===== src/rtl/core/sstf_pkg.sv =====
// scan-line span table: shared types and constants
// used by every module of the block and by its checker
package sstf_pkg;

   localparam int COORD_W = 9;
   localparam int OUT_W = 10;

   typedef enum logic [1:0] {
      FUNC_CLEAR = 2'd0,
      FUNC_EDGE  = 2'd1,
      FUNC_QUERY = 2'd2,
      FUNC_RSVD  = 2'd3
   } func_type;

   typedef enum logic [1:0] {
      TOP_NONE   = 2'd0,
      TOP_READ   = 2'd1,
      TOP_UPDATE = 2'd2,
      TOP_CLEAR  = 2'd3
   } tbl_op_type;

   typedef struct packed {
      tbl_op_type           op;
      logic [COORD_W-1:0]   xi;
   } tbl_cmd_type;

   typedef enum logic [4:0] {
      ST_IDLE  = 5'b00001,
      ST_CLEAR = 5'b00010,
      ST_DIV   = 5'b00100,
      ST_WALK  = 5'b01000,
      ST_QRESP = 5'b10000
   } state_type;

endpackage


===== src/rtl/core/sstf_div.sv =====
// slope divider: restoring division, one quotient bit per cycle
// depends on sstf_pkg
module sstf_div #(
   parameter int FRAC_BITS = 16
) (
   input  logic                                  clock,
   input  logic                                  reset,
   input  logic                                  start,
   input  logic [sstf_pkg::COORD_W-1:0]          mag,
   input  logic [sstf_pkg::COORD_W-1:0]          den,
   output logic                                  done,
   output logic [sstf_pkg::COORD_W+FRAC_BITS-1:0] quot
);
   import sstf_pkg::*;

   localparam int QW = COORD_W + FRAC_BITS;
   localparam int CNTW = $clog2(QW + 1);

   logic [QW-1:0]      nq_ff, nq_in;
   logic [COORD_W-1:0] rem_ff, rem_in;
   logic [COORD_W-1:0] den_ff, den_in;
   logic [CNTW-1:0]    cnt_ff, cnt_in;
   logic               busy_ff, busy_in;
   logic               done_ff, done_in;
   logic [COORD_W:0]   trial;
   logic               fit;

   always_comb begin
      trial = {rem_ff, nq_ff[QW-1]};
      fit = trial >= {1'b0, den_ff};
      nq_in = nq_ff;
      rem_in = rem_ff;
      den_in = den_ff;
      cnt_in = cnt_ff;
      busy_in = busy_ff;
      done_in = 1'b0;
      if (start) begin
         nq_in = {mag, {FRAC_BITS{1'b0}}};
         rem_in = '0;
         den_in = den;
         cnt_in = CNTW'(QW);
         busy_in = 1'b1;
      end else if (busy_ff) begin
         nq_in = {nq_ff[QW-2:0], fit};
         rem_in = fit ? COORD_W'(trial - {1'b0, den_ff}) : trial[COORD_W-1:0];
         cnt_in = cnt_ff - 1'b1;
         if (cnt_ff == CNTW'(1)) begin
            busy_in = 1'b0;
            done_in = 1'b1;
         end
      end
   end

   always_ff @(posedge clock) begin
      if (reset) begin
         busy_ff <= 1'b0;
         done_ff <= 1'b0;
         cnt_ff <= '0;
      end else begin
         busy_ff <= busy_in;
         done_ff <= done_in;
         cnt_ff <= cnt_in;
      end
      nq_ff <= nq_in;
      rem_ff <= rem_in;
      den_ff <= den_in;
   end

   assign done = done_ff;
   assign quot = nq_ff;

endmodule


===== config.mk =====
export PLATFORM = sky130hd
export DESIGN_NAME = sstf_div
export DESIGN_NICKNAME = d
export VERILOG_FILES = /design/src/rtl/core/sstf_pkg.sv /design/src/rtl/core/sstf_div.sv
export SDC_FILE = /design/constraint.sdc
export NUM_CORES = 1
export LEC_CHECK = 0
export BUFFER_PORTS_ARGS = -buffer_cell sky130_fd_sc_hd__buf_4
export CORE_MARGIN = 5
export CORE_UTILIZATION = 51
export CTS_BUF_LIST = sky130_fd_sc_hd__clkbuf_8
export DETAILED_ROUTE_END_ITERATION = 16
export HOLD_SLACK_MARGIN = 0.06
export PLACE_DENSITY = 0.78
export SETUP_SLACK_MARGIN = 0.5
export SLEW_MARGIN = 40
export SYNTH_ARGS = -nofsm -noshare
export SYNTH_HDL_FRONTEND = slang
export SYNTH_SLANG_ARGS = --single-unit

===== constraint.sdc =====
create_clock -name clock -period 2.2 [get_ports clock]
set_clock_uncertainty 0.05 [all_clocks]
set_input_delay 0 -clock clock [delete_from_list [all_inputs] [get_ports clock]]
set_output_delay 0 -clock clock [all_outputs]
set_load 0.02 [all_outputs]

==> summary.md <==
| Metric | Value |
|---|---|
| Status | complete, but fails checks |
| Violated checks | setup timing |
| Average size of a mapped cell | 10.5 µm² |
| Die W | 77.8 µm |
| # IOs | 47 |
| Wire length on met3 | 261 µm |
| Slew Limit Fails | 0 |
| Core Box Area | 4410 µm² |
| Total Routing Usage GR | 0.179 |
| Comb pwr share | 0.195 |
| Vias in the first global route | 1902 |
| Drt first-iter violations | 113 |
| Worst setup path start | quot[24]$_DFFE_PP_ |
| M1 WL | 2.23 mm |
| Number of nets in the layout | 330 |
| GPL Wtd Cong | 0.832 |
| Worst Hold Class | input port to register |
| Setup CP Type | register to register |
| Clk sinks | 50 |
| Final setup viols | 10 |
| FF-to-FF End | rem_ff[6]$_SDFFE_PP0P_ |
| Initial DRT Pass Iterations | 4 |
| Synthesized area | 2340 µm² |
| Register area share after synthesis | 0.504 |
| Psw | 0.519 mW |
| Initial antenna violation count | 0 |
| Crit-path max cell delay | 410 ps |
| Crit path buf inv count | 3 |
| Leak pwr | 1.38 nW |
| Startpoint types | register |
| Setup TNS | -1530 ps |
| H-tree levels | 2 |
| Final instance area | 3160 µm² |
| WL/cell | 14.9 µm |
| Worst rel slew slack | 0.537 |
| Starting Density | 0.531 |
| Via count | 1897 |
| Min cycle time layout | 2440 ps |
| Top FF cell, synth | dfxtp_1 |
| Worst Tran Pin Value | 677 ps |
| Fraction of registers with async set/reset | 0 |
| CTS Buf Count | 5 |
| Final wirelength | 5.20 mm |
| Post-DP Area | 2780 µm² |
| Worst-path clk slew | 90 ps |
| CP Data Arrival Time | 2570 ps |
| Vias/cell | 5.42 |
| RSZ-0062 raised after global routing | true |
| Power density cells | 610 nW/µm² |
| Worst Slack Setup Final | -239 ps |
| Worst-case clock buffer depth | 2 |
| Max Cap Viol | 0 |
| Clock power share | 0.269 |
| TritonCTS clock tree | built |
| Fmax | 410 MHz |
| Slowest cell on crit path | edfxtp_1 |
| Switching share of total power | 0.269 |
| Crit path cell chain | inv_2, ha_4, inv_2, fa_2, a211oi_4, o31ai_4, a211oi_4, buf_6, mux2i_1, o21ai_0 |
| Area Growth Syn to Fin | 34.8% |
| Filler Cells Inserted | 348 |
| Detailed Place HPWL | 3.62 mm |
| Yosys warnings | 0 |
| Reg-to-reg startpoint | quot[24]$_DFFE_PP_ |
| Mapped Nets | 256 |
| Number of synthesized register bits | 50 |
| Hold Fails Final Rpt | 0 |
| Final worst path period share | 1.11 |
| Hold slack final | 98.2 ps |
| Root Driver | clkbuf_8 |
| Distinct cell type count of the synthesized netlist | 42 |
| Die Y | 77.8 µm |
| Worst Setup End Kind | register |
| EDFF count, synth | 18 |
| Crit path required time | 2330 ps |
| Synth Instances | 223 |
| FP Rows | 24 |
| Worst skew pair latency | 300 ps |
| Share of layout cells above drive strength 1 | 0.275 |
| N_diodes | 0 |
| Internal power | 1.41 mW |
| Routed Antenna Nets | 0 |
| Worst vdd ir | 0.558 mV |
| FF-to-FF path depth | 10 |
| Worst setup path end | rem_ff[6]$_SDFFE_PP0P_ |
| Port Buffers | 46 |
| Crit path depth | 10 |
| Max FO, Critical Path | 8 |
| CP top delay family | compound AO/OA/AOI/OAI gates |
| Top Metal Used | met4 |
| Full die area | 6050 µm² |
| First-pass GRT wire length | 8.80 mm |
| GRT overflow | 0 |
| DR WL met2 | 2.59 mm |
| R2R Setup Slk | -240 ps |
| Largest net degree at the start of global routing | 48 |
| Residual DRC | 0 |
| Flop pwr share | 0.536 |
==> flip-flops by register name, indices dropped and copies added, names as in the netlist <==
signal / count
quot: 25
done: 1
den_ff: 9
busy_ff: 1
rem_ff: 9
cnt_ff: 5
==> worst register-to-register path, cell delays in order (launching register included) <==
cell and delay, ps:
edfxtp_1 410, inv_2 80, ha_4 120, inv_2 40, fa_2 380, a211oi_4 310
o31ai_4 120, a211oi_4 350, buf_6 190, mux2i_1 190, o21ai_0 80
==> Yosys cell counts (2+ instances only) <==
cell type | count | share of area
a21oi_1 | 5 | 0.011
a22o_1 | 6 | 0.022
a31oi_1 | 2 | 0.0053
a32oi_1 | 2 | 0.0075
nand2_1 | 16 | 0.026
o21ai_0 | 8 | 0.017
buf_1 | 3 | 0.0048
o31ai_1 | 2 | 0.0064
a211oi_4 | 2 | 0.017
clkbuf_1 | 6 | 0.0096
nor3_1 | 5 | 0.011
nor2_1 | 30 | 0.048
nand2b_1 | 2 | 0.0053
ha_1 | 11 | 0.059
nand3_1 | 6 | 0.013
edfxtp_1 | 18 | 0.23
inv_1 | 15 | 0.024
nor2b_1 | 2 | 0.0053
dfxtp_1 | 32 | 0.27
mux2i_1 | 20 | 0.085
a2111oi_0 | 2 | 0.0075
xor2_1 | 8 | 0.030
==> power by group through the flow <==
stage / clock, mW / combinational, mW / sequential (mW)
after floorplan: 0 / 0.193 / 1.07
after global placement: 0 / 0.317 / 1.05
after detailed placement: 0 / 0.324 / 1.05
after CTS: 0.543 / 0.369 / 1.03
after global routing: 0.585 / 0.412 / 1.04
final: 0.518 / 0.377 / 1.03
==> how the worst min path moves through the flow <==
stage,end,cells after the start,start
finish,quot[9]$_SDFFE_PP0P_,2,start
global route,quot[7]$_SDFFE_PP0P_,2,start
CTS,quot[12]$_SDFFE_PP0P_,2,start
detailed placement,den_ff[2]$_DFFE_PP_,1,den[2]
global placement,den_ff[4]$_DFFE_PP_,1,den[4]
floorplan,busy_ff$_SDFF_PP0_,1,reset
==> stage by stage <==
| stage | total power [mW] | util | worst slack [ps] | cells |
|---|---|---|---|---|
| 3_5_place_dp | 1.38 | 0.630 | -218 | 319 |
| 4_1_cts | 1.95 | 0.709 | -176 | 349 |
| 2_1_floorplan | 1.26 | - | -234 | 223 |
| 6_report | 1.93 | 0.716 | -239 | 350 |
| 3_3_place_gp | 1.37 | 0.630 | -63.0 | 319 |
| 5_1_grt | 2.04 | 0.716 | -350 | 350 |
==> metal layers <==
layer,vias up,track usage
li1,938,-
met1,905,0.220
met2,41,0.290
met3,13,0.0590
met4,0,0.0704
met5,-,0
==> kinds of logic after synthesis <==
group	after synthesis	synth area share
AOI/OAI and AO/OA	39	0.137
xor gates and xnor gates	9	0.0336
and+or+nand+nor	67	0.129
DFF	50	0.504
muxes	20	0.0854
buffers and inverters	26	0.0438
adders and majority gates	12	0.0672
==> layout by cell type, fill, tap and decap left out, types with 2 or more instances in the layout <==
cell type	synthesis	routed
a2111oi_0	2	2
a211oi_4	2	2
a21oi_1	5	5
a22o_1	6	6
a32oi_1	2	2
buf_4	1	53
buf_6	0	6
clkbuf_8	0	5
dfxtp_1	32	32
dlygate4sd3_1	0	19
edfxtp_1	18	18
ha_1	11	10
inv_1	15	14
inv_2	0	2
mux2i_1	20	19
nand2_1	16	16
nand2b_1	2	2
nand3_1	6	5
nor2_1	30	29
nor2b_1	2	2
nor3_1	5	5
o21ai_0	8	6
o21ai_1	0	2
o31ai_1	2	2
xor2_1	8	8
==> layout make-up <==
type                    instances  area (µm²)  area share
multi-input cells             147        1120       0.353
well taps                      52        65.1      0.0206
clock buffers                   5        68.8      0.0218
flip-flops and latches         50        1180       0.374
clock inverters                 3        17.5     0.00554
repair buffers                 78         656       0.207
inverters                      15        56.3      0.0178
==> timing repair <==
action	4_1_cts	5_1_grt
hold buffers	19	0
setup buffers	3	1
setup endpoints to repair	10	20
gates resized for setup	11	7
pin swaps	6	8
hold endpoints to repair	25	0
No activity file was read; power rests on OpenSTA's default activity.
